$ cat src/rtl/itp_pkg.sv
// Shared types, codes and helpers for the infix-to-postfix converter.
// No dependencies; every module file of the block imports this package; the interfaces do not.
`default_nettype none
package itp_pkg;

    localparam int STACK_DEPTH_DEF = 16;
    localparam int NUM_OPS_DEF     = 8;
    localparam int QUEUE_DEPTH     = 2;
    localparam int CFG_W           = 24;
    localparam int VALUE_W         = 32;
    localparam int CODE_W          = 3;
    localparam int PRIO_W          = 3;
    localparam int BRK_BIT         = 3;

    // input token kinds
    localparam logic [2:0] TK_NUM   = 3'd0;
    localparam logic [2:0] TK_OP    = 3'd1;
    localparam logic [2:0] TK_OPEN  = 3'd2;
    localparam logic [2:0] TK_CLOSE = 3'd3;

    typedef enum logic [2:0] {
        CLS_NUM,
        CLS_OP,
        CLS_OPEN,
        CLS_CLOSE,
        CLS_BAD
    } t_cls;

    typedef enum logic [1:0] {
        OK_NUM,
        OK_OP,
        OK_BRK,
        OK_ERR
    } t_okind;

    typedef enum logic [1:0] {
        ERR_NONE,
        ERR_BRACKET,
        ERR_TOKEN,
        ERR_OVERFLOW
    } t_err;

    typedef enum logic [1:0] {
        ST_TOKEN,
        ST_CLOSE,
        ST_FLUSH,
        ST_FIN
    } t_state;

    typedef logic [CFG_W-1:0]  t_prio_cfg;
    typedef logic [CODE_W:0]   t_entry;    // bracket mark on top of the operator code

    typedef struct packed {
        t_cls               cls;
        logic [VALUE_W-1:0] value;
        logic [PRIO_W-1:0]  prio;
        logic               endf;
    } t_cmd;

    typedef struct packed {
        t_okind             kind;
        logic [VALUE_W-1:0] value;
        t_err               err;
    } t_res;

    function automatic logic [PRIO_W-1:0] prio_of(input t_prio_cfg cfg,
                                                  input logic [CODE_W-1:0] code);
        logic [4:0] base;
        base    = {2'b00, code} * 5'd3;
        prio_of = cfg[base +: PRIO_W];
    endfunction

    function automatic t_res entry_res(input t_entry e);
        t_res r;
        r.err = ERR_NONE;
        if (e[BRK_BIT]) begin
            r.kind  = OK_BRK;
            r.value = '0;
        end else begin
            r.kind  = OK_OP;
            r.value = {{(VALUE_W-CODE_W){1'b0}}, e[CODE_W-1:0]};
        end
        return r;
    endfunction

    function automatic t_res err_res(input t_err code);
        t_res r;
        r.kind  = OK_ERR;
        r.value = {{(VALUE_W-2){1'b0}}, code};
        r.err   = code;
        return r;
    endfunction

endpackage
`default_nettype wire

$ cat src/rtl/itp_tok_if.sv
// Token input channel: valid/ready plus one classified token.
// Depends on nothing.
`default_nettype none
interface itp_tok_if;
    logic        valid;
    logic        ready;
    logic [2:0]  token_kind;
    logic [31:0] token_value;
    logic        end_of_expr;

    modport source (output valid, output token_kind, output token_value,
                    output end_of_expr, input ready);
    modport sink   (input valid, input token_kind, input token_value,
                    input end_of_expr, output ready);
endinterface
`default_nettype wire

$ cat src/rtl/itp_res_if.sv
// Result output channel: valid/ready plus one postfix result.
// Depends on nothing.
`default_nettype none
interface itp_res_if;
    logic        valid;
    logic        ready;
    logic [1:0]  out_kind;
    logic [31:0] out_value;
    logic [1:0]  error_code;
    logic        last;

    modport source (output valid, output out_kind, output out_value,
                    output error_code, output last, input ready);
    modport sink   (input valid, input out_kind, input out_value,
                    input error_code, input last, output ready);
endinterface
`default_nettype wire

$ cat src/rtl/itp_cfg_if.sv
// Configuration write channel: valid/ready plus the priority table word.
// Depends on nothing.
`default_nettype none
interface itp_cfg_if;
    logic        valid;
    logic        ready;
    logic [23:0] op_priorities;

    modport source (output valid, output op_priorities, input ready);
    modport sink   (input valid, input op_priorities, output ready);
endinterface
`default_nettype wire

$ cat src/rtl/itp_front.sv
// Front end: accepts token beats, classifies them, holds the priority table.
// Depends on itp_pkg, itp_tok_if, itp_cfg_if.
`default_nettype none
module itp_front #(
    parameter int NUM_OPS = itp_pkg::NUM_OPS_DEF
) (
    input  wire              i_clk,
    input  wire              i_rst_n,
    itp_tok_if.sink          i_tok,
    itp_cfg_if.sink          i_cfg,
    output logic             o_cmd_valid,
    output itp_pkg::t_cmd    o_cmd,
    input  wire              i_cmd_ready,
    output itp_pkg::t_prio_cfg o_prio
);
    import itp_pkg::*;

    t_prio_cfg          r_prio;
    logic [CODE_W-1:0]  code;
    logic               code_bad;

    always_ff @(posedge i_clk) begin
        if (!i_rst_n) begin
            r_prio <= '0;
        end else if (i_cfg.valid) begin
            r_prio <= i_cfg.op_priorities;
        end
    end

    assign i_cfg.ready = 1'b1;
    assign o_prio      = r_prio;

    assign code     = i_tok.token_value[CODE_W-1:0];
    assign code_bad = {1'b0, code} >= (CODE_W+1)'(NUM_OPS);

    always_comb begin
        o_cmd.value = i_tok.token_value;
        o_cmd.endf  = i_tok.end_of_expr;
        o_cmd.prio  = prio_of(r_prio, code);
        case (i_tok.token_kind)
            TK_NUM:   o_cmd.cls = CLS_NUM;
            TK_OP:    o_cmd.cls = code_bad ? CLS_BAD : CLS_OP;
            TK_OPEN:  o_cmd.cls = CLS_OPEN;
            TK_CLOSE: o_cmd.cls = CLS_CLOSE;
            default:  o_cmd.cls = CLS_BAD;
        endcase
    end

    assign o_cmd_valid = i_tok.valid;
    assign i_tok.ready = i_cmd_ready;

endmodule
`default_nettype wire

$ cat src/rtl/itp_queue.sv
// Short command queue between the front end and the stack engine.
// Depends on itp_pkg.
`default_nettype none
module itp_queue (
    input  wire           i_clk,
    input  wire           i_rst_n,
    input  wire           i_push,
    input  itp_pkg::t_cmd i_cmd,
    output logic          o_ready,
    output logic          o_valid,
    output itp_pkg::t_cmd o_cmd,
    input  wire           i_pop
);
    import itp_pkg::*;

    localparam int QAW = (QUEUE_DEPTH > 1) ? $clog2(QUEUE_DEPTH) : 1;
    localparam int QCW = $clog2(QUEUE_DEPTH + 1);

    t_cmd           r_mem [QUEUE_DEPTH];
    logic [QAW-1:0] r_wr, n_wr;
    logic [QAW-1:0] r_rd, n_rd;
    logic [QCW-1:0] r_cnt, n_cnt;
    logic           do_push;
    logic           do_pop;

    assign o_ready = r_cnt != QCW'(QUEUE_DEPTH);
    assign o_valid = r_cnt != '0;
    assign o_cmd   = r_mem[r_rd];
    assign do_push = i_push && o_ready;
    assign do_pop  = i_pop && o_valid;

    always_comb begin
        n_wr  = r_wr;
        n_rd  = r_rd;
        n_cnt = r_cnt;
        if (do_push) begin
            n_wr = (r_wr == QAW'(QUEUE_DEPTH - 1)) ? '0 : r_wr + QAW'(1);
        end
        if (do_pop) begin
            n_rd = (r_rd == QAW'(QUEUE_DEPTH - 1)) ? '0 : r_rd + QAW'(1);
        end
        if (do_push && !do_pop) begin
            n_cnt = r_cnt + QCW'(1);
        end else if (do_pop && !do_push) begin
            n_cnt = r_cnt - QCW'(1);
        end
    end

    always_ff @(posedge i_clk) begin
        if (!i_rst_n) begin
            r_wr  <= '0;
            r_rd  <= '0;
            r_cnt <= '0;
        end else begin
            r_wr  <= n_wr;
            r_rd  <= n_rd;
            r_cnt <= n_cnt;
        end
    end

    always_ff @(posedge i_clk) begin
        if (do_push) begin
            r_mem[r_wr] <= i_cmd;
        end
    end

endmodule
`default_nettype wire

$ cat src/rtl/itp_back.sv
// Stack engine: runs shunting-yard steps on queued commands, owns the
// operator stack memory and the result output register.
// Depends on itp_pkg, itp_res_if.
`default_nettype none
module itp_back #(
    parameter int STACK_DEPTH = itp_pkg::STACK_DEPTH_DEF
) (
    input  wire                i_clk,
    input  wire                i_rst_n,
    input  itp_pkg::t_prio_cfg i_prio,
    input  wire                i_q_valid,
    input  itp_pkg::t_cmd      i_q_cmd,
    output logic               o_q_pop,
    itp_res_if.source          o_res
);
    import itp_pkg::*;

    localparam int AW = (STACK_DEPTH > 1) ? $clog2(STACK_DEPTH) : 1;
    localparam int CW = $clog2(STACK_DEPTH + 1);

    t_entry            r_mem [STACK_DEPTH];
    t_entry            r_top;
    t_state            r_state, n_state;
    logic [CW-1:0]     r_count, n_count;
    logic              r_err, n_err;
    t_res              r_pend, n_pend;
    logic              r_pend_v, n_pend_v;
    t_res              r_out, n_out;
    logic              r_out_last, n_out_last;
    logic              r_ov, n_ov;

    t_cmd              c;
    logic              out_free;
    logic              emit_ok;
    logic              do_emit;
    logic              do_fin;
    t_res              emit_res;
    t_res              top_res;
    logic [PRIO_W-1:0] top_prio;
    logic              stack_empty;
    logic              stack_full;
    logic              we;
    t_entry            wdata;
    logic [CW-1:0]     rd_tmp;
    logic [AW-1:0]     rd_addr;
    t_state            st_done;

    assign c           = i_q_cmd;
    assign out_free    = !r_ov || o_res.ready;
    assign emit_ok     = !r_pend_v || out_free;
    assign top_res     = entry_res(r_top);
    assign top_prio    = prio_of(i_prio, r_top[CODE_W-1:0]);
    assign stack_empty = r_count == '0;
    assign stack_full  = r_count == CW'(STACK_DEPTH);
    assign st_done     = c.endf ? ST_FLUSH : ST_FIN;

    always_comb begin
        n_state  = r_state;
        n_count  = r_count;
        n_err    = r_err;
        do_emit  = 1'b0;
        do_fin   = 1'b0;
        emit_res = '0;
        we       = 1'b0;
        wdata    = '0;
        o_q_pop  = 1'b0;

        case (r_state)
            ST_TOKEN: begin
                if (i_q_valid) begin
                    if (r_err) begin
                        o_q_pop = 1'b1;
                        if (c.endf) begin
                            n_err = 1'b0;
                        end
                    end else begin
                        case (c.cls)
                            CLS_NUM: begin
                                if (emit_ok) begin
                                    do_emit        = 1'b1;
                                    emit_res.kind  = OK_NUM;
                                    emit_res.value = c.value;
                                    emit_res.err   = ERR_NONE;
                                    o_q_pop        = 1'b1;
                                    n_state        = st_done;
                                end
                            end
                            CLS_OP: begin
                                if (!stack_empty && !r_top[BRK_BIT] && top_prio >= c.prio) begin
                                    if (emit_ok) begin
                                        do_emit  = 1'b1;
                                        emit_res = top_res;
                                        n_count  = r_count - CW'(1);
                                    end
                                end else if (stack_full) begin
                                    if (emit_ok) begin
                                        do_emit  = 1'b1;
                                        emit_res = err_res(ERR_OVERFLOW);
                                        n_count  = '0;
                                        n_err    = 1'b1;
                                        o_q_pop  = 1'b1;
                                        n_state  = st_done;
                                    end
                                end else begin
                                    we      = 1'b1;
                                    wdata   = {1'b0, c.value[CODE_W-1:0]};
                                    n_count = r_count + CW'(1);
                                    o_q_pop = 1'b1;
                                    n_state = st_done;
                                end
                            end
                            CLS_OPEN: begin
                                if (stack_full) begin
                                    if (emit_ok) begin
                                        do_emit  = 1'b1;
                                        emit_res = err_res(ERR_OVERFLOW);
                                        n_count  = '0;
                                        n_err    = 1'b1;
                                        o_q_pop  = 1'b1;
                                        n_state  = st_done;
                                    end
                                end else begin
                                    we      = 1'b1;
                                    wdata   = {1'b1, {CODE_W{1'b0}}};
                                    n_count = r_count + CW'(1);
                                    o_q_pop = 1'b1;
                                    n_state = st_done;
                                end
                            end
                            CLS_CLOSE: begin
                                if (stack_empty) begin
                                    if (emit_ok) begin
                                        do_emit  = 1'b1;
                                        emit_res = err_res(ERR_BRACKET);
                                        n_err    = 1'b1;
                                        o_q_pop  = 1'b1;
                                        n_state  = st_done;
                                    end
                                end else if (r_top[BRK_BIT]) begin
                                    n_count = r_count - CW'(1);
                                    o_q_pop = 1'b1;
                                    n_state = st_done;
                                end else if (emit_ok) begin
                                    do_emit  = 1'b1;
                                    emit_res = top_res;
                                    n_count  = r_count - CW'(1);
                                    n_state  = ST_CLOSE;
                                end
                            end
                            default: begin
                                if (emit_ok) begin
                                    do_emit  = 1'b1;
                                    emit_res = err_res(ERR_TOKEN);
                                    n_count  = '0;
                                    n_err    = 1'b1;
                                    o_q_pop  = 1'b1;
                                    n_state  = st_done;
                                end
                            end
                        endcase
                    end
                end
            end
            ST_CLOSE: begin
                if (stack_empty) begin
                    o_q_pop = 1'b1;
                    n_state = st_done;
                end else if (r_top[BRK_BIT]) begin
                    n_count = r_count - CW'(1);
                    o_q_pop = 1'b1;
                    n_state = st_done;
                end else if (emit_ok) begin
                    do_emit  = 1'b1;
                    emit_res = top_res;
                    n_count  = r_count - CW'(1);
                end
            end
            ST_FLUSH: begin
                if (!stack_empty) begin
                    if (emit_ok) begin
                        do_emit  = 1'b1;
                        emit_res = top_res;
                        n_count  = r_count - CW'(1);
                    end
                end else begin
                    n_err   = 1'b0;
                    n_state = ST_FIN;
                end
            end
            ST_FIN: begin
                if (!r_pend_v) begin
                    n_state = ST_TOKEN;
                end else if (out_free) begin
                    do_fin  = 1'b1;
                    n_state = ST_TOKEN;
                end
            end
            default: begin
                n_state = ST_TOKEN;
            end
        endcase
    end

    // one result is held back until it is known whether it closes the item
    always_comb begin
        n_pend     = r_pend;
        n_pend_v   = r_pend_v;
        n_out      = r_out;
        n_out_last = r_out_last;
        n_ov       = r_ov && !o_res.ready;
        if (do_emit) begin
            if (r_pend_v) begin
                n_out      = r_pend;
                n_out_last = 1'b0;
                n_ov       = 1'b1;
            end
            n_pend   = emit_res;
            n_pend_v = 1'b1;
        end else if (do_fin) begin
            n_out      = r_pend;
            n_out_last = 1'b1;
            n_ov       = 1'b1;
            n_pend_v   = 1'b0;
        end
    end

    always_ff @(posedge i_clk) begin
        if (!i_rst_n) begin
            r_state  <= ST_TOKEN;
            r_count  <= '0;
            r_err    <= 1'b0;
            r_pend_v <= 1'b0;
            r_ov     <= 1'b0;
        end else begin
            r_state  <= n_state;
            r_count  <= n_count;
            r_err    <= n_err;
            r_pend_v <= n_pend_v;
            r_ov     <= n_ov;
        end
    end

    always_ff @(posedge i_clk) begin
        r_pend     <= n_pend;
        r_out      <= n_out;
        r_out_last <= n_out_last;
    end

    // top of stack is kept in the read register; a push bypasses into it
    assign rd_tmp  = n_count - CW'(1);
    assign rd_addr = rd_tmp[AW-1:0];

    always_ff @(posedge i_clk) begin
        if (we) begin
            r_mem[r_count[AW-1:0]] <= wdata;
            r_top                  <= wdata;
        end else begin
            r_top <= r_mem[rd_addr];
        end
    end

    assign o_res.valid      = r_ov;
    assign o_res.out_kind   = r_out.kind;
    assign o_res.out_value  = r_out.value;
    assign o_res.error_code = r_out.err;
    assign o_res.last       = r_out_last;

endmodule
`default_nettype wire

$ cat src/rtl/infix_to_postfix_stack_top.sv
// Infix-to-postfix token converter: top level wiring front, queue and engine.
// Depends on itp_pkg, itp_*_if, itp_front, itp_queue, itp_back.
//
// Channels: i_tok takes one classified token per beat (kind, value, end flag);
// o_res gives postfix results, last set on the final result of a token; i_cfg
// writes the packed 3-bit operator priority table (always ready).
// A token that causes no result (a push) gives no beat on o_res.
// A number goes to o_res via the pending register, then the output register.
// Each token runs a token step and a finish step; an operator or a closing
// bracket first pops operators one at a time, an end token first flushes
// the stack entry by entry, and a token ignored after an error is only dropped.
// The stack engine handles at most one stack access per cycle; a pop waits while a result is stalled.
// A 2-entry command queue lets i_tok keep accepting, until it is full, while results stall.
// Reset clears the stack count, the error latch, the queue and the priority
// table. When o_res is stalled the engine holds at most one result pending
// and then waits; nothing is dropped.
`default_nettype none
module infix_to_postfix_stack_top #(
    parameter int STACK_DEPTH = itp_pkg::STACK_DEPTH_DEF,
    parameter int NUM_OPS     = itp_pkg::NUM_OPS_DEF
) (
    input  wire       i_clk,
    input  wire       i_rst_n,
    itp_tok_if.sink   i_tok,
    itp_cfg_if.sink   i_cfg,
    itp_res_if.source o_res
);
    import itp_pkg::*;

    logic      cmd_valid;
    t_cmd      cmd;
    logic      cmd_ready;
    logic      q_valid;
    t_cmd      q_cmd;
    logic      q_pop;
    t_prio_cfg prio;

    itp_front #(
        .NUM_OPS(NUM_OPS)
    ) u_front (
        .i_clk       (i_clk),
        .i_rst_n     (i_rst_n),
        .i_tok       (i_tok),
        .i_cfg       (i_cfg),
        .o_cmd_valid (cmd_valid),
        .o_cmd       (cmd),
        .i_cmd_ready (cmd_ready),
        .o_prio      (prio)
    );

    itp_queue u_queue (
        .i_clk   (i_clk),
        .i_rst_n (i_rst_n),
        .i_push  (cmd_valid),
        .i_cmd   (cmd),
        .o_ready (cmd_ready),
        .o_valid (q_valid),
        .o_cmd   (q_cmd),
        .i_pop   (q_pop)
    );

    itp_back #(
        .STACK_DEPTH(STACK_DEPTH)
    ) u_back (
        .i_clk     (i_clk),
        .i_rst_n   (i_rst_n),
        .i_prio    (prio),
        .i_q_valid (q_valid),
        .i_q_cmd   (q_cmd),
        .o_q_pop   (q_pop),
        .o_res     (o_res)
    );

endmodule
`default_nettype wire

$ cat src/flat_wrapper.sv
// flat-port wrapper written by rule: the top's interface ports become plain ports
module infix_to_postfix_stack_top_flat import itp_pkg::*;
#(
    parameter int STACK_DEPTH = itp_pkg::STACK_DEPTH_DEF,
    parameter int NUM_OPS     = itp_pkg::NUM_OPS_DEF
)
  (i_clk, i_rst_n, i_tok_valid, i_tok_token_kind, i_tok_token_value, i_tok_end_of_expr, i_tok_ready, i_cfg_valid, i_cfg_op_priorities, i_cfg_ready, o_res_valid, o_res_out_kind, o_res_out_value, o_res_error_code, o_res_last, o_res_ready);
  itp_tok_if i_tok_i ();
  itp_cfg_if i_cfg_i ();
  itp_res_if o_res_i ();
  input  wire i_clk;
  input  wire i_rst_n;
  input wire logic [$bits(i_tok_i.valid)-1:0] i_tok_valid;
  input wire logic [$bits(i_tok_i.token_kind)-1:0] i_tok_token_kind;
  input wire logic [$bits(i_tok_i.token_value)-1:0] i_tok_token_value;
  input wire logic [$bits(i_tok_i.end_of_expr)-1:0] i_tok_end_of_expr;
  output wire logic [$bits(i_tok_i.ready)-1:0] i_tok_ready;
  input wire logic [$bits(i_cfg_i.valid)-1:0] i_cfg_valid;
  input wire logic [$bits(i_cfg_i.op_priorities)-1:0] i_cfg_op_priorities;
  output wire logic [$bits(i_cfg_i.ready)-1:0] i_cfg_ready;
  output wire logic [$bits(o_res_i.valid)-1:0] o_res_valid;
  output wire logic [$bits(o_res_i.out_kind)-1:0] o_res_out_kind;
  output wire logic [$bits(o_res_i.out_value)-1:0] o_res_out_value;
  output wire logic [$bits(o_res_i.error_code)-1:0] o_res_error_code;
  output wire logic [$bits(o_res_i.last)-1:0] o_res_last;
  input wire logic [$bits(o_res_i.ready)-1:0] o_res_ready;
  assign i_tok_i.valid = i_tok_valid;
  assign i_tok_i.token_kind = i_tok_token_kind;
  assign i_tok_i.token_value = i_tok_token_value;
  assign i_tok_i.end_of_expr = i_tok_end_of_expr;
  assign i_tok_ready = i_tok_i.ready;
  assign i_cfg_i.valid = i_cfg_valid;
  assign i_cfg_i.op_priorities = i_cfg_op_priorities;
  assign i_cfg_ready = i_cfg_i.ready;
  assign o_res_valid = o_res_i.valid;
  assign o_res_out_kind = o_res_i.out_kind;
  assign o_res_out_value = o_res_i.out_value;
  assign o_res_error_code = o_res_i.error_code;
  assign o_res_last = o_res_i.last;
  assign o_res_i.ready = o_res_ready;
  infix_to_postfix_stack_top #(.STACK_DEPTH(STACK_DEPTH), .NUM_OPS(NUM_OPS)) u_core (.i_clk(i_clk), .i_rst_n(i_rst_n), .i_tok(i_tok_i), .i_cfg(i_cfg_i), .o_res(o_res_i));
endmodule
$ cat config.mk
export PLATFORM = sky130hd
export DESIGN_NAME = infix_to_postfix_stack_top_flat
export DESIGN_NICKNAME = d
export VERILOG_FILES = /design/src/rtl/itp_pkg.sv /design/src/rtl/itp_tok_if.sv /design/src/rtl/itp_res_if.sv /design/src/rtl/itp_cfg_if.sv /design/src/rtl/itp_front.sv /design/src/rtl/itp_queue.sv /design/src/rtl/itp_back.sv /design/src/rtl/infix_to_postfix_stack_top.sv /design/src/flat_wrapper.sv
export SDC_FILE = /design/constraint.sdc
export NUM_CORES = 1
export LEC_CHECK = 0
export BUFFER_PORTS_ARGS = -buffer_cell sky130_fd_sc_hd__buf_2
export CAP_MARGIN = 20
export CELL_PAD_IN_SITES_DETAIL_PLACEMENT = 1
export CELL_PAD_IN_SITES_GLOBAL_PLACEMENT = 1
export CORE_MARGIN = 8
export CORE_UTILIZATION = 49
export DETAILED_ROUTE_END_ITERATION = 6
export PLACE_DENSITY = 0.86
export SLEW_MARGIN = 40
export SYNTH_ARGS = -nofsm -noshare
export SYNTH_HDL_FRONTEND = slang
export SYNTH_SLANG_ARGS = --single-unit
$ cat constraint.sdc
create_clock -name i_clk -period 9.2 [get_ports i_clk]
set_input_delay 1.38 -clock i_clk [delete_from_list [all_inputs] [get_ports i_clk]]
set_output_delay 1.38 -clock i_clk [all_outputs]
set_load 0.01 [all_outputs]
==> results list, run 1 <==
* Status: finished clean
- DIE AREA: approximately 28000 um2
- Most frequent standard cell in the layout excluding fill and tap cells: edfxtp_1
- After filler insertion, the fill cell instance count of the layout stands at approximately 2200.
- Maximum clock path buffer count: 3
- CTS saw 258 sinks.
- The via count of the first global-routing pass came to approximately 8000.
- Core area: around 23000 um2
- Using the TritonRoute via totals, the vias-per-cell ratio works out to 6.15.
- Routed wire length on met3: ~1700 um
- Timing analysis after detailed placement gives a worst setup slack of 2.86 ns.
- Endpoint required time on the critical path: about 9.4 ns
- Counting cells, the worst reg-to-reg path comes to 14.
* Period minus WS final: 5.97 ns
- Counting every net in the synthesized netlist gives ~900.
- Critical path data arrival time: slightly above 6 ns
* Antenna-violating nets left: 0
* Cells resized by post-CTS repair: 0
- The first TritonRoute pass finished after 5 iterations.
- The worst pin sits at a relative slew slack of ~43%.
- Final setup violation count: 0
* Number of violations reported at the end of detailed-routing iteration 0: 598
- Final Max Slew Viols: 0
* Overall fraction of global-route tracks in use: 21.8%
- Across the routed clock network, the largest skew measured is between 0.01 and 0.015 ns.
- Cts bufs inserted: 27
- Share of layout cells above drive strength 1: a little under a quarter
* Maximum fanout encountered on the critical timing path: 17
* Fraction of synthesized cell area taken by the top area cell type: about 57%
- Post-CTS setup buffer count: 0
- Final routed wirelength across all metal layers: 31000 um
- Endpoint of the most critical register-to-register path: u_core.u_back.r_mem[10][0]$_DFFE_PP_
- In the synthesized netlist the async set-or-reset flop fraction comes to 0%.
- From synthesis to final layout, the design area changed by 14.9%.
* Final hold violation count: 0
- Insertion delay to the later sink of the worst-skew pair: 0.53 ns
- roughly 110 I/O pins were placed.
* Worst setup path endpoint: u_core.u_back.r_mem[10][0]$_DFFE_PP_
- The highest metal layer carrying signal wires in the routed design is met4.
* Via count: roughly 7500
* Initial antenna violation count: 0
- Counting flops with a built-in enable in the synthesized netlist gives between 200 and 250.
* Mean Syn Cell Area: 13.9 um2
- CP endpoint kind: register
- The initialized floorplan defines 55 standard-cell rows.
- Class of the tightest hold or removal check: register to register
* Combined area of all synthesized cells: 11300 um2
* Final HPWL DP: 21700 um
- Net count reported at finish: between 900 and 1000
* Total negative slack: 0 ns
- STA classifies the critical path startpoint as a register.
* Number of standard cells after synthesis: 818
- Final Cycle Share: between 60% and 70%
- The critical path is of the register to register type.
- After synthesis the netlist holds a flip-flop and latch count of between 200 and 300.
- After clock tree synthesis, the clock-pin slew on the worst setup and hold paths is 0.06 ns.
- Post-route setup slack: around 3.2 ns
* Top post-synthesis cells by area: edfxtp_1, dfxtp_1, mux2i_1
- Port bufs: a little over 100
* Post-route DRC: 0
* Max Clk Rate: between 150 and 200 MHz
* Initial standard-cell utilization of the core: ~50%
- In this run the power density over the cells is between 300 and 400 nW/um2.
- During synthesis, Yosys emitted a total of 0 warnings.
- In this run, distinct cell masters in the synthesized netlist total 80.
* Leading area contributor after synthesis: edfxtp_1
* H-tree level count: 1
- Die width: about 170 um
* Total global routing overflow: 0
- Antenna Cells: 0
* Wire length the detailed router placed on met1: about 12000 um
- Hold repair after CTS inserted 0 buffers.
- Number of max-cap violations: 0
* Met2 Routed Length: about 16000 um
- Fraction of the yosys area taken by sequential cells: ~65%
* CTS tree: done
* Tightest Pin Transition: between 0.8 and 0.9 ns
- Entering global routing, the biggest net connects 50 pins.
- The first global-routing pass estimated about 48000 um of wire.
- In the layout the commonest cells are edfxtp_1, buf_2, nor2_1.
- Height of the die: roughly 170 um
- Leak Pwr: approximately 4.7 nW
* IR Drop Worst-Case VDD: 160 uV
- Setup repair after global routing missed its margin: false
* Root buffer cell: clkbuf_16
- For this run, the leading register cell type out of synthesis is edfxtp_1.
- Detailed-route wire length per cell: 25.5 um
- In this run the register-to-register setup slack is 3.23 ns.
- At the end of routability-driven placement, the weighted congestion stood at 0.896.
-- critical path: stages, from the launching register on --
cell       delay [ns]
dfxtp_2          0.66
mux4_2           0.58
mux4_2           0.67
mux4_2           0.48
nand2_1          0.07
o21ai_0          0.08
ha_1             0.32
a21o_1           0.19
a31oi_1          0.47
a2111oi_2        0.17
nor3_1           0.36
nor2_1           0.21
nor3_2           0.56
nand2_1          0.17
nor3_1           0.61
-- through the flow --
step / power, mW / area (um2) / instances / utilization, % / hold slack (ns)
finish: 4.14 / 13000 / 1218 / 57.5 / 0.419
floorplan: 2.60 / 11300 / 818 / - / 0.400
global route: 4.32 / 13000 / 1218 / 57.5 / 0.430
global placement: 2.95 / 12100 / 1169 / 53.4 / 0.401
detailed placement: 3.03 / 12100 / 1169 / 53.5 / 0.406
CTS: 4.14 / 13000 / 1218 / 57.5 / 0.419
-- power breakdown --
part | internal, mW | leakage, nW | total, mW | switching (mW)
Combinational | 0.467 | 1.91 | 1.30 | 0.832
Clock | 0.656 | 0.450 | 1.10 | 0.443
Sequential | 1.57 | 2.33 | 1.74 | 0.175
Total | 2.69 | 4.69 | 4.14 | 1.45
-- routing by layer --
layer | global-route usage [%] | vias up
met1 | 25.8 | 3756
li1 | - | 3345
met5 | 0 | -
met4 | 8.11 | 0
met3 | 3.25 | 89
met2 | 39.7 | 299
-- registers in the layout (all words and copies together) (netlist names), named ones only --
| signal | flops |
|---|---|
| u_core.u_back.o_res.error_code | 2 |
| u_core.u_back.o_res.last | 1 |
| u_core.u_back.o_res.out_kind | 2 |
| u_core.u_back.o_res.out_value | 32 |
| u_core.u_back.o_res.valid | 1 |
| u_core.u_back.r_count | 5 |
| u_core.u_back.r_err | 1 |
| u_core.u_back.r_mem | 64 |
| u_core.u_back.r_pend | 36 |
| u_core.u_back.r_pend_v | 1 |
| u_core.u_back.r_state | 2 |
| u_core.u_front.o_prio | 24 |
| u_core.u_queue.r_cnt | 2 |
| u_core.u_queue.r_mem | 78 |
| u_core.u_queue.r_rd | 1 |
| u_core.u_queue.r_wr | 1 |
-- cell type report --
cell class	count	area (um2)	area share (%)
clock inverters	14	153	1.17
well taps	285	357	2.74
flip-flops and latches	258	7320	56.2
clock buffers	35	746	5.73
repair buffers	111	576	4.42
multi-input cells	500	3810	29.3
inverters	15	56.3	0.432
-- worst min-delay path by stage --
stage	from	to	depth (start not counted)
after floorplan	u_core.u_back.r_pend[0]$_DFFE_PP_	u_core.u_back.o_res.error_code[0]$_DFFE_PP_	0
after global placement	u_core.u_back.r_pend[30]$_DFFE_PP_	u_core.u_back.o_res.out_value[28]$_DFFE_PP_	0
after detailed placement	u_core.u_back.r_pend[6]$_DFFE_PP_	u_core.u_back.o_res.out_value[4]$_DFFE_PP_	0
after CTS	u_core.u_back.r_pend[9]$_DFFE_PP_	u_core.u_back.o_res.out_value[7]$_DFFE_PP_	0
after global routing	u_core.u_back.r_pend[1]$_DFFE_PP_	u_core.u_back.o_res.error_code[1]$_DFFE_PP_	0
final	u_core.u_back.r_pend[9]$_DFFE_PP_	u_core.u_back.o_res.out_value[7]$_DFFE_PP_	0
-- cell families after synthesis --
kind of cell	count (synthesis)	share of synthesized area, %
DFF	258	64.6
and+or+nand+nor	227	9.81
AOI/OAI and AO/OA	139	8.44
muxes	112	12.9
buffers and inverters	60	2.13
adders and majority gates	15	1.66
xor gates and xnor gates	6	0.464
other	1	0.0331
-- synth_stat cells, drive strengths merged (3+ instances only) --
cell type	count
nor3	17
or2	3
xor2	5
mux2	15
o221ai	3
o21a	3
nand4	4
buf	15
ha	15
o21ai	27
nor4	4
inv	15
a22oi	4
a32oi	4
o211ai	4
dfxtp	43
or3	5
and3	11
a221oi	4
a2111oi	3
a31oi	11
nand2	33
nand2b	5
nand3	12
nor2	102
nor2b	16
a21oi	34
edfxtp	215
mux4	25
a211oi	6
mux2i	72
o32ai	3
nand3b	6
clkbuf	30
Note: power is estimated with default switching activity, not from simulation.
==> inputs of run 2 (changes only) <==
--- a/config.mk
+++ b/config.mk
@@ -10,9 +10,9 @@
 export CELL_PAD_IN_SITES_DETAIL_PLACEMENT = 1
 export CELL_PAD_IN_SITES_GLOBAL_PLACEMENT = 1
 export CORE_MARGIN = 8
-export CORE_UTILIZATION = 49
+export CORE_UTILIZATION = 44
 export DETAILED_ROUTE_END_ITERATION = 6
-export PLACE_DENSITY = 0.86
+export PLACE_DENSITY = 0.82
 export SLEW_MARGIN = 40
 export SYNTH_ARGS = -nofsm -noshare
 export SYNTH_HDL_FRONTEND = slang
==> constraint.sdc (replaced) <==
create_clock -name i_clk -period 5 [get_ports i_clk]
set_input_delay 0.75 -clock i_clk [delete_from_list [all_inputs] [get_ports i_clk]]
set_output_delay 0.75 -clock i_clk [all_outputs]
set_load 0.01 [all_outputs]
==> run 2 against run 1 <==
Compared with the run above:
- utilization is 4.4 points lower
- worst hold slack worse by 0.014 ns
- global-route usage is 2.4 points lower
- non-clock buffer count is 34 higher
- sequential share of layout area is 1.7 points lower
- wire length is 0.61% higher
- setup slack worse by 3.1 ns
- largest cell class unchanged
- largest power group unchanged
==> results list, run 2 (synthesis gave the netlist of run 1 again) <==
* Status: finished clean
* Largest regs: u_core.u_queue.r_mem: 78 flops, u_core.u_back.r_mem: 64 flops, u_core.u_back.r_pend: 36 flops
* Class of the tightest hold or removal check: primary input to register
- Most repeated library cell on the critical path: mux4_2
- TritonCTS built the clock tree.
- The buffer depth of the longest clock path came to 3 (unchanged).
- The design area is 13400 um2 (+3.1%).
* Net count reported at finish: 1027 (+3.4%)
- The final worst clock skew was 0.0274 ns (+0.0155 ns).
- Pin count of the biggest net entering global routing: 44 (-12%)
- The arrival time of the worst setup path came to 5.03 ns (-1.10 ns).
- The required time reported for the critical path endpoint was 5.17 ns (-4.19 ns).
- Routability Congestion: 0.937 (+4.6%)
* Final Cycle Share: 97.2% (+32 points)
- The total of buffers placed on input and output ports was 103 (unchanged).
* Final Max Slew Viols: 0 (unchanged)
* Overall fraction of global-route tracks in use: 19.4% (-2.4 points)
* Total negative slack: 0 ns (unchanged)
* Final routed wirelength across all metal layers: 31200 um (+0.61%)
* Critical-path cell list: buf_12, mux4_2, mux4_2, buf_4, mux4_2, nand2_1, o21ai_0, ha_1, a21o_1, a31oi_4, buf_4, a2111o_1, nand3_1, nand2_1, nand3_1, nor2_1
- Final setup violation count: 0 (unchanged)
- The number of standard-cell rows in the floorplan came to 58 (+5.5%).
- The peak supply drop is 328 uV (+110%).
* Number of global-route vias before repair: 7914 (-1.3%)
- The cell sitting at the root of the clock tree is a clkbuf_16.
- The maximum fanout count along the critical path is 12 (-5).
- The fmax came to 206 MHz (+23%).
* Detailed-route wire length per cell: 24.0 um (-5.7%)
- The worst reg-to-reg setup slack is 0.14 ns (-3.08 ns).
* Number of max-cap violations: 0 (unchanged)
* Via count: 7532 (+0.57%)
* Most frequent standard cell in the layout excluding fill and tap cells: edfxtp_1
- Period minus WS final: 4.86 ns (-1.12 ns)
- Max FFs per register: 78 (unchanged)
* CP max stage delay: 0.57 ns (-0.10 ns)
- The count of routing violations after the opening detailed-route iteration was 571 (-4.5%).
- Die width: 176 um (+5.0%)
- Total global routing overflow: 0 (unchanged)
- Crit path launch type: register
- CP endpoint kind: register
* Register containing the most flip-flops in the final layout: u_core.u_queue.r_mem
- The static leakage power came to 4.85 nW (+3.5%).
* Sink count of the clock tree: 258 (unchanged)
- Cts bufs inserted: 27 (unchanged)
* Post-route DRC: 0 (unchanged)
- The pre-CTS worst setup slack was -0.108 ns (-2.97 ns).
- The pin slew with the least headroom to its limit is 0.774 ns (-0.0816 ns).
- The largest individual stage delay along the critical path comes from the cell mux4_2.
- Antenna-violating nets left: 0 (unchanged)
- The average via count per standard cell is 5.80 (-5.7%).
* Power consumption: 7.86 mW (+90%)
- The placed standard-cell area was 12400 um2 (+2.7%).
* Worst Path Class, Setup: register to register
- The power per cell area is 586 nW/um2 (+84%).
* Area delta synth->final: 18.5%
* Reg clk slew, reported paths: 0.06 ns (about the same)
* Worst setup path endpoint: u_core.u_back.r_mem[12][2]$_DFFE_PP_
- The I/O pin count came to 105 (unchanged).
* Insertion delay to the later sink of the worst-skew pair: 0.54 ns (about the same)
- Initial antenna violation count: 1 (+1)
- Core area: 25300 um2 (+12%)
- The final hold violation count came to 0 (unchanged).
- In this run the critical register-to-register path is captured at u_core.u_back.r_mem[12][2]$_DFFE_PP_.
* Share of layout cells above drive strength 1: 26.3% (+3.1 points)
- The total half-perimeter wirelength after legalization and detailed placement was 22000 um (+1.5%).
* DIE AREA: 31100 um2 (+10%)
- The global-route wire length before repair came to 47000 um (-2.3%).
- Post-route setup slack: 0.142 ns (-3.08 ns)
- The number of levels the H-tree was split into came to 1 (unchanged).
* Height of the die: 176 um (+5.0%)
- The depth of the worst register-to-register path was 16 (+2).
- Count of TritonRoute iterations in the first routing pass: 5 (unchanged)
* Max-slew headroom at the worst pin: 48.1% (+5.5 points)
- Most frequent cells in the layout: edfxtp_1, buf_2, nor2_1
- The initial cell density of the core is 44.9% (-5.2 points).
==> run 2: cell type report <==
cell class / instances / area, um2
Inverter: 15 / 60.1
Tap cell: 330 / 413
Antenna cell: 1 / 2.50
Multi-Input combinational cell: 500 / 3880
Clock buffer: 36 / 749
Clock inverter: 14 / 124
Timing Repair Buffer: 145 / 868
Fill cell: 2557 / 11800
Sequential cell: 258 / 7320
==> run 2: what timing repair did <==
| item | CTS | global route |
|---|---|---|
| setup endpoints to repair | 78 | 105 |
| gates resized for setup | 3 | 9 |
| hold buffers | 0 | 0 |
| pin swaps | 0 | 6 |
| buffers inserted | 1 | 4 |
==> run 2: where the power goes <==
group | internal [mW] | total, mW | leakage (nW) | switching (mW)
combinational | 1.06 | 2.76 | 2.09 | 1.70
sequential | 2.88 | 3.14 | 2.33 | 0.260
clock | 1.16 | 1.96 | 0.433 | 0.804
total | 5.09 | 7.86 | 4.85 | 2.77
==> run 2: routing by layer <==
metal	vias to the layer above	GRT usage, %	share of wire [%]
li1	3404	-	-
met1	3779	24.2	41
met2	292	33.4	50
met3	57	3.59	6.3
met4	0	6.76	2.8
met5	-	0	0
==> run 2: how the worst min path moves through the flow <==
stage	cells past startpoint	slack [ns]	startpoint	endpoint
CTS	1	0.38	i_tok_token_value[11]	u_core.u_queue.r_mem[1][15]$_DFFE_PP_
floorplan	0	0.40	u_core.u_back.r_pend[0]$_DFFE_PP_	u_core.u_back.o_res.error_code[0]$_DFFE_PP_
global placement	0	0.40	u_core.u_back.r_pend[14]$_DFFE_PP_	u_core.u_back.o_res.out_value[12]$_DFFE_PP_
global route	1	0.39	i_tok_token_value[23]	u_core.u_queue.r_mem[0][27]$_DFFE_PP_
detailed placement	0	0.41	u_core.u_back.r_pend[24]$_DFFE_PP_	u_core.u_back.o_res.out_value[22]$_DFFE_PP_
finish	1	0.40	i_tok_token_value[11]	u_core.u_queue.r_mem[0][15]$_DFFE_PP_
==> run 2: worst max-delay path: cells and delay by family, from the launching register on <==
kind / cells / cell delay [ns]
AO/OA/AOI/OAI: 4 / 0.69
multiplexers: 3 / 1.49
adder cells (fa/ha/maj): 1 / 0.23
AND/OR/NAND/NOR: 5 / 1.18
flip-flops: 1 / 0.37
buffers and inverters: 3 / 0.53
==> run 2: stage by stage <==
step	std cells	hold slack, ns	utilization [%]
3_3_place_gp	1243	0.401	49.2
6_report	1299	0.405	53.2
3_5_place_dp	1243	0.406	49.3
2_1_floorplan	818	0.400	-
5_1_grt	1299	0.388	53.2
4_1_cts	1294	0.383	52.8
==> inputs of run 3 (changes only) <==
--- a/config.mk
+++ b/config.mk
@@ -10,10 +10,12 @@
 export CELL_PAD_IN_SITES_DETAIL_PLACEMENT = 1
 export CELL_PAD_IN_SITES_GLOBAL_PLACEMENT = 1
 export CORE_MARGIN = 8
-export CORE_UTILIZATION = 44
+export CORE_UTILIZATION = 46
+export CTS_BUF_LIST = sky130_fd_sc_hd__clkbuf_8
 export DETAILED_ROUTE_END_ITERATION = 6
-export PLACE_DENSITY = 0.82
+export PLACE_DENSITY = 0.85
 export SLEW_MARGIN = 40
 export SYNTH_ARGS = -nofsm -noshare
 export SYNTH_HDL_FRONTEND = slang
+export SYNTH_HIERARCHICAL = 1
 export SYNTH_SLANG_ARGS = --single-unit
==> constraint.sdc (replaced) <==
create_clock -name i_clk -period 4 [get_ports i_clk]
set_input_delay 0.6 -clock i_clk [delete_from_list [all_inputs] [get_ports i_clk]]
set_output_delay 0.6 -clock i_clk [all_outputs]
set_load 0.01 [all_outputs]
==> run 3 against run 2 <==
Compared with the run above:
- the run now ends with design-rule violations, negative setup slack left
- non-clock buffer count increased by 47
- fmax down 1.2%
- clock skew increased by 0.043 ns
- worst hold slack lost 0.23 ns
- critical path depth rose by 7
- total power rose by 42%
- wire length up 28%
- critical path type unchanged
==> results list, run 3 <==
- In the final layout, the registers with the most flip-flops are u_core/u_queue/r_mem: 78 flops, u_core/u_back/r_mem: 64 flops, u_core/u_back/r_pend: 36 flops.
* Seq pwr share: 34.4% (-5.5 points)
* Multiplexer share of the synthesized area: 13.4% (+0.48 points)
* Crit path launch type: register
- Violations in the final reports: design-rule violations, negative setup slack
- Reg clk slew, reported paths: 0.08 ns (+0.02 ns)
- Fraction of synthesized cell area taken by the top area cell type: 54.8% (-2.2 points)
- The count of routing violations after the opening detailed-route iteration came to 924 (+62%).
- Leading area contributor after synthesis: edfxtp_1
- Detailed-route wire length per cell: 29.4 um (+22%)
- The library cell used most frequently in the layout, excluding fill and tap cells, is edfxtp_1.
- The required time reported for the critical path endpoint is 4.48 ns (-0.69 ns).
- The via count of the first global-routing pass was 8981 (+13%).
* Fraction of the yosys area taken by sequential cells: 62.1% (-2.5 points)
- The met3 layer usage reported by global route is 5.30% (+1.7 points).
* Number of max-cap violations: 0 (unchanged)
* Most frequent cell after synthesis: edfxtp_1
- The setup path with the least slack is of type register to register.
* Initial standard-cell utilization of the core: 46.8% (+1.9 points)
- Most used flip-flop cell after synthesis: edfxtp_1
* Number of placement rows: 58 (unchanged)
- The pin count of the biggest net entering global routing came to 40 (-9.1%).
- CP max stage delay: 0.52 ns (-0.05 ns)
* Power per unit of standard cell area: 767 nW/um2 (+31%)
- The run finished, with violations left.
- Global Route met1 Usage: 28.0% (+3.8 points)
- Insertion delay to the later sink of the worst-skew pair: 0.62 ns (+0.08 ns)
- Wire length of the first global-routing pass: 56800 um (+21%)
* Total negative slack: -111.06 ns (-111.06 ns)
- The final critical delay including setup and external delays came to 4.92 ns (+0.0595 ns).
* Number of standard cells after synthesis: 839 (+2.6%)
- The met2 usage is 41.4% (+7.9 points).
- The number of standard cells in the layout, taps in and fillers out is 1367 (+5.2%).
- Initial antenna violation count: 1 (unchanged)
* CP endpoint kind: register
- Tightest Pin Transition: 0.762 ns (-0.0119 ns)
- The post-layout worst setup margin came to -0.917 ns (-1.06 ns).
* Fraction of registers with async set or reset after synthesis: 0% (unchanged)
* Critical-path cell list: buf_6, mux4_2, mux4_2, buf_12, buf_4, mux2i_1, a211oi_2, a21oi_2, ha_1, nand2b_4, a31oi_4, nor2_4, o21ai_4, nand2_2, nor2_4, o22ai_2, nand3b_1, a32o_2, o21ai_4, ha_4, xor2_2, or3_1, a21boi_1
- Mean number of vias per cell: 6.15 (+6.1%)
* Maximum fanout encountered on the critical timing path: 8 (-4)
- The number of warnings reported in the yosys synthesis log came to 6 (+6).
* Number of synthesized flops with an enable pin: 215 (unchanged)
- The number of detailed-route iterations in the first pass was 7 (+2).
- Mean Syn Cell Area: 14.0 um2 (+1.4%)
- Total placed cells including tap cells: 1243 (unchanged)
* Core area: 25200 um2 (-0.29%)
- The relative slew slack came to 49.2% (+1.0 points).
* Final Max Slew Viols: 0 (unchanged)
- Fill cell count: 2423 (-5.2%)
* Total global routing overflow: 0 (unchanged)
* Combinational power share: 44.1% (+9.0 points)
- Die width: 176 um (-0.26%)
- The post-synthesis compound-gate area fraction came to 7.23% (-1.2 points).
* Clock share of power: 21.5% (-3.4 points)
- Antenna-violating nets left: 0 (unchanged)
* Port bufs: 103 (unchanged)
* Number of top-level pins: 105 (unchanged)
- Post-route DRC: 1 (+1)
* DIE AREA: 31000 um2 (-0.52%)
* Setup repair after global routing missed its margin: true
- Most used routing layer in global routing: met2
* Distinct cell type count after synthesis: 78 (-2.5%)
- The share of final-layout standard cells stronger than drive strength 1 came to 37.7% (+11 points).
* Post-Synth Adder-Cell Area: 1.70% (+0.043 points)
- The total length of routed wires came to 40100 um (+28%).
* Post-synthesis net count: 920 (+2.4%)
* Register containing the most flip-flops in the final layout: u_core/u_queue/r_mem
* Final Cycle Share: 123% (+26 points)
- Slowest stage cell on the critical path: mux4_2
- Combined area of all synthesized cells: 11800 um2 (+4.0%)
- The total number of vias is 8410 (+12%).
- Dominant combinational cell family by area after synthesis: multiplexers
* Sw power: 4.30 mW (+55%)
* Final hold violation count: 0 (unchanged)
- Max Clk Rate: 203 MHz (-1.2%)
- The number of levels the H-tree was split into came to 2 (+1).
* Area delta synth->final: 23.6%
* Synthesized flop and latch total: 258 (unchanged)
- Internal power consumption: 6.88 mW (+35%)
- Net count reported at finish: 1081 (+5.3%)
- Critical path data arrival time: 5.40 ns (+0.37 ns)
- The basic-gate share of the synthesized area counting and, or, nand and nor cells was 9.93% (+0.13 points).
- The routability-driven placement congestion ratio is 0.890 (-5.0%).
- IR Drop Worst-Case VDD: 432 uV (+32%)
- The parity-gate share of the synthesized area counting xor and xnor cells was 0.595% (+0.13 points).
- Maximum clock skew at final layout: 0.0708 ns (+0.0433 ns)
* Root buffer cell: clkbuf_8
- In the post-synthesis netlist, the biggest area contributors are edfxtp_1, dfxtp_1, mux2_2.
- Max FFs per register: 78 (unchanged)
- Height of the die: 176 um (-0.26%)
- Sink count of the clock tree: 258 (unchanged)
- Class of the tightest hold or removal check: primary input to register
* Leak Pwr: 5.44 nW (+12%)
* Overall fraction of global-route tracks in use: 24.1% (+4.7 points)
- The total half-perimeter wirelength after legalization and detailed placement came to 22100 um (+0.38%).
- Share of total power consumed by net switching: 38.5% (+3.2 points)
- Leaving out fill and tap cells, the most frequent cells in the layout are edfxtp_1, buf_2, buf_4.
- Cts bufs inserted: 44 (+63%)
- CTS tree: done
* Maximum clock path buffer count: 3 (unchanged)
- The count of final setup violators was 211 (+211).
* Synth top cells by count: edfxtp_1, nand2_1, mux2_2, mux2i_1, dfxtp_1
-- run 3: cell types whose count changed after synthesis, sizes merged, moves of 5 or more --
| cell | change |
|---|---|
| mux2i | -28 |
| and3 | -6 |
| nand2 | +17 |
| o22ai | +6 |
| nor2 | -65 |
| xnor2 | +5 |
| nor2b | +21 |
| inv | +5 |
| buf | +39 |
| and2 | +36 |
| mux2 | +32 |
| a21boi | +7 |
| clkbuf | -5 |
-- run 3: final cells by class --
| type | instances | area [um2] | area share, % |
|---|---|---|---|
| antenna | 1 | 2.50 | 0.0172 |
| clock buffer | 45 | 619 | 4.25 |
| clock inverter | 37 | 241 | 1.66 |
| inverter | 21 | 82.6 | 0.567 |
| multi-input combinational | 483 | 4420 | 30.3 |
| sequential | 258 | 7320 | 50.3 |
| tap | 330 | 413 | 2.84 |
| timing repair buffer | 192 | 1460 | 10.1 |
-- run 3: path summary, 6_finish.rpt --
kind	from	end	slack [ns]	cells after the start
max	register	u_core/u_queue/r_cnt[1]$_SDFFE_PN0P_	-0.92	23
min	i_tok_token_value[23]	u_core/u_queue/r_mem[0][27]$_DFFE_PP_	0.18	1
max reg2reg	register	u_core/u_queue/r_cnt[1]$_SDFFE_PN0P_	-0.92	23
min reg2reg	u_core/u_back/r_pend[28]$_DFFE_PP_	u_core/u_back/o_res.out_value[26]$_DFFE_PP_	0.41	0
-- run 3: through the flow --
step	total power [mW]	instance area, um2	setup WS, ns	utilization (%)	hold WS, ns
after floorplan	6.10	12000	-0.448	-	0.400
after global placement	7.02	12800	-0.519	50.9	0.400
after detailed placement	7.27	12800	-0.869	51.0	0.407
after CTS	10.4	14200	-0.698	56.5	0.178
after global routing	11.5	14600	-0.982	57.8	0.154
final	11.2	14600	-0.917	57.8	0.179
-- run 3: kinds of logic (layout without fill, tap and decap cells) --
| kind of cell | count (synthesis) | in the layout |
|---|---|---|
| flops | 258 | 258 |
| simple gates | 217 | 219 |
| compound gates | 124 | 124 |
| mux | 115 | 115 |
| buf+inv | 100 | 295 |
| fa+ha+maj | 16 | 16 |
| xor+xnor | 8 | 8 |
| other cells | 1 | 2 |
-- run 3: timing repair --
| action | in CTS | in global routing |
|---|---|---|
| cloned | 5 | 2 |
| hold buffers | 0 | 0 |
| pin swaps | 32 | 30 |
| setup buffers | 21 | 18 |
| setup endpoints to repair | 211 | 211 |
| resized for setup | 62 | 43 |
| hold endpoints to repair | 0 | 0 |
-- run 3: per-layer routing --
metal | part of all wire, % | wire length, um
met5 | 0 | 0
met4 | 5.5 | 2220
met3 | 8.4 | 3350
met2 | 50 | 19900
met1 | 36 | 14600
-- run 3: power groups by stage --
stage,sequential (mW),clock [mW],combinational [mW]
after global routing,3.87,2.56,5.08
after CTS,3.81,2.40,4.21
after floorplan,3.75,0,2.35
after detailed placement,3.84,0,3.42
final,3.84,2.41,4.93
after global placement,3.77,0,3.25
-- run 3: critical path: cells and delay by family (launching register included) --
kind / cells / cell delay, ns
AOI/OAI and AO/OA: 8 / 1.23
xor gates and xnor gates: 1 / 0.15
adders and majority gates: 2 / 0.46
buffers and inverters: 3 / 0.45
DFF: 1 / 0.40
muxes: 3 / 1.15
and+or+nand+nor: 6 / 0.95
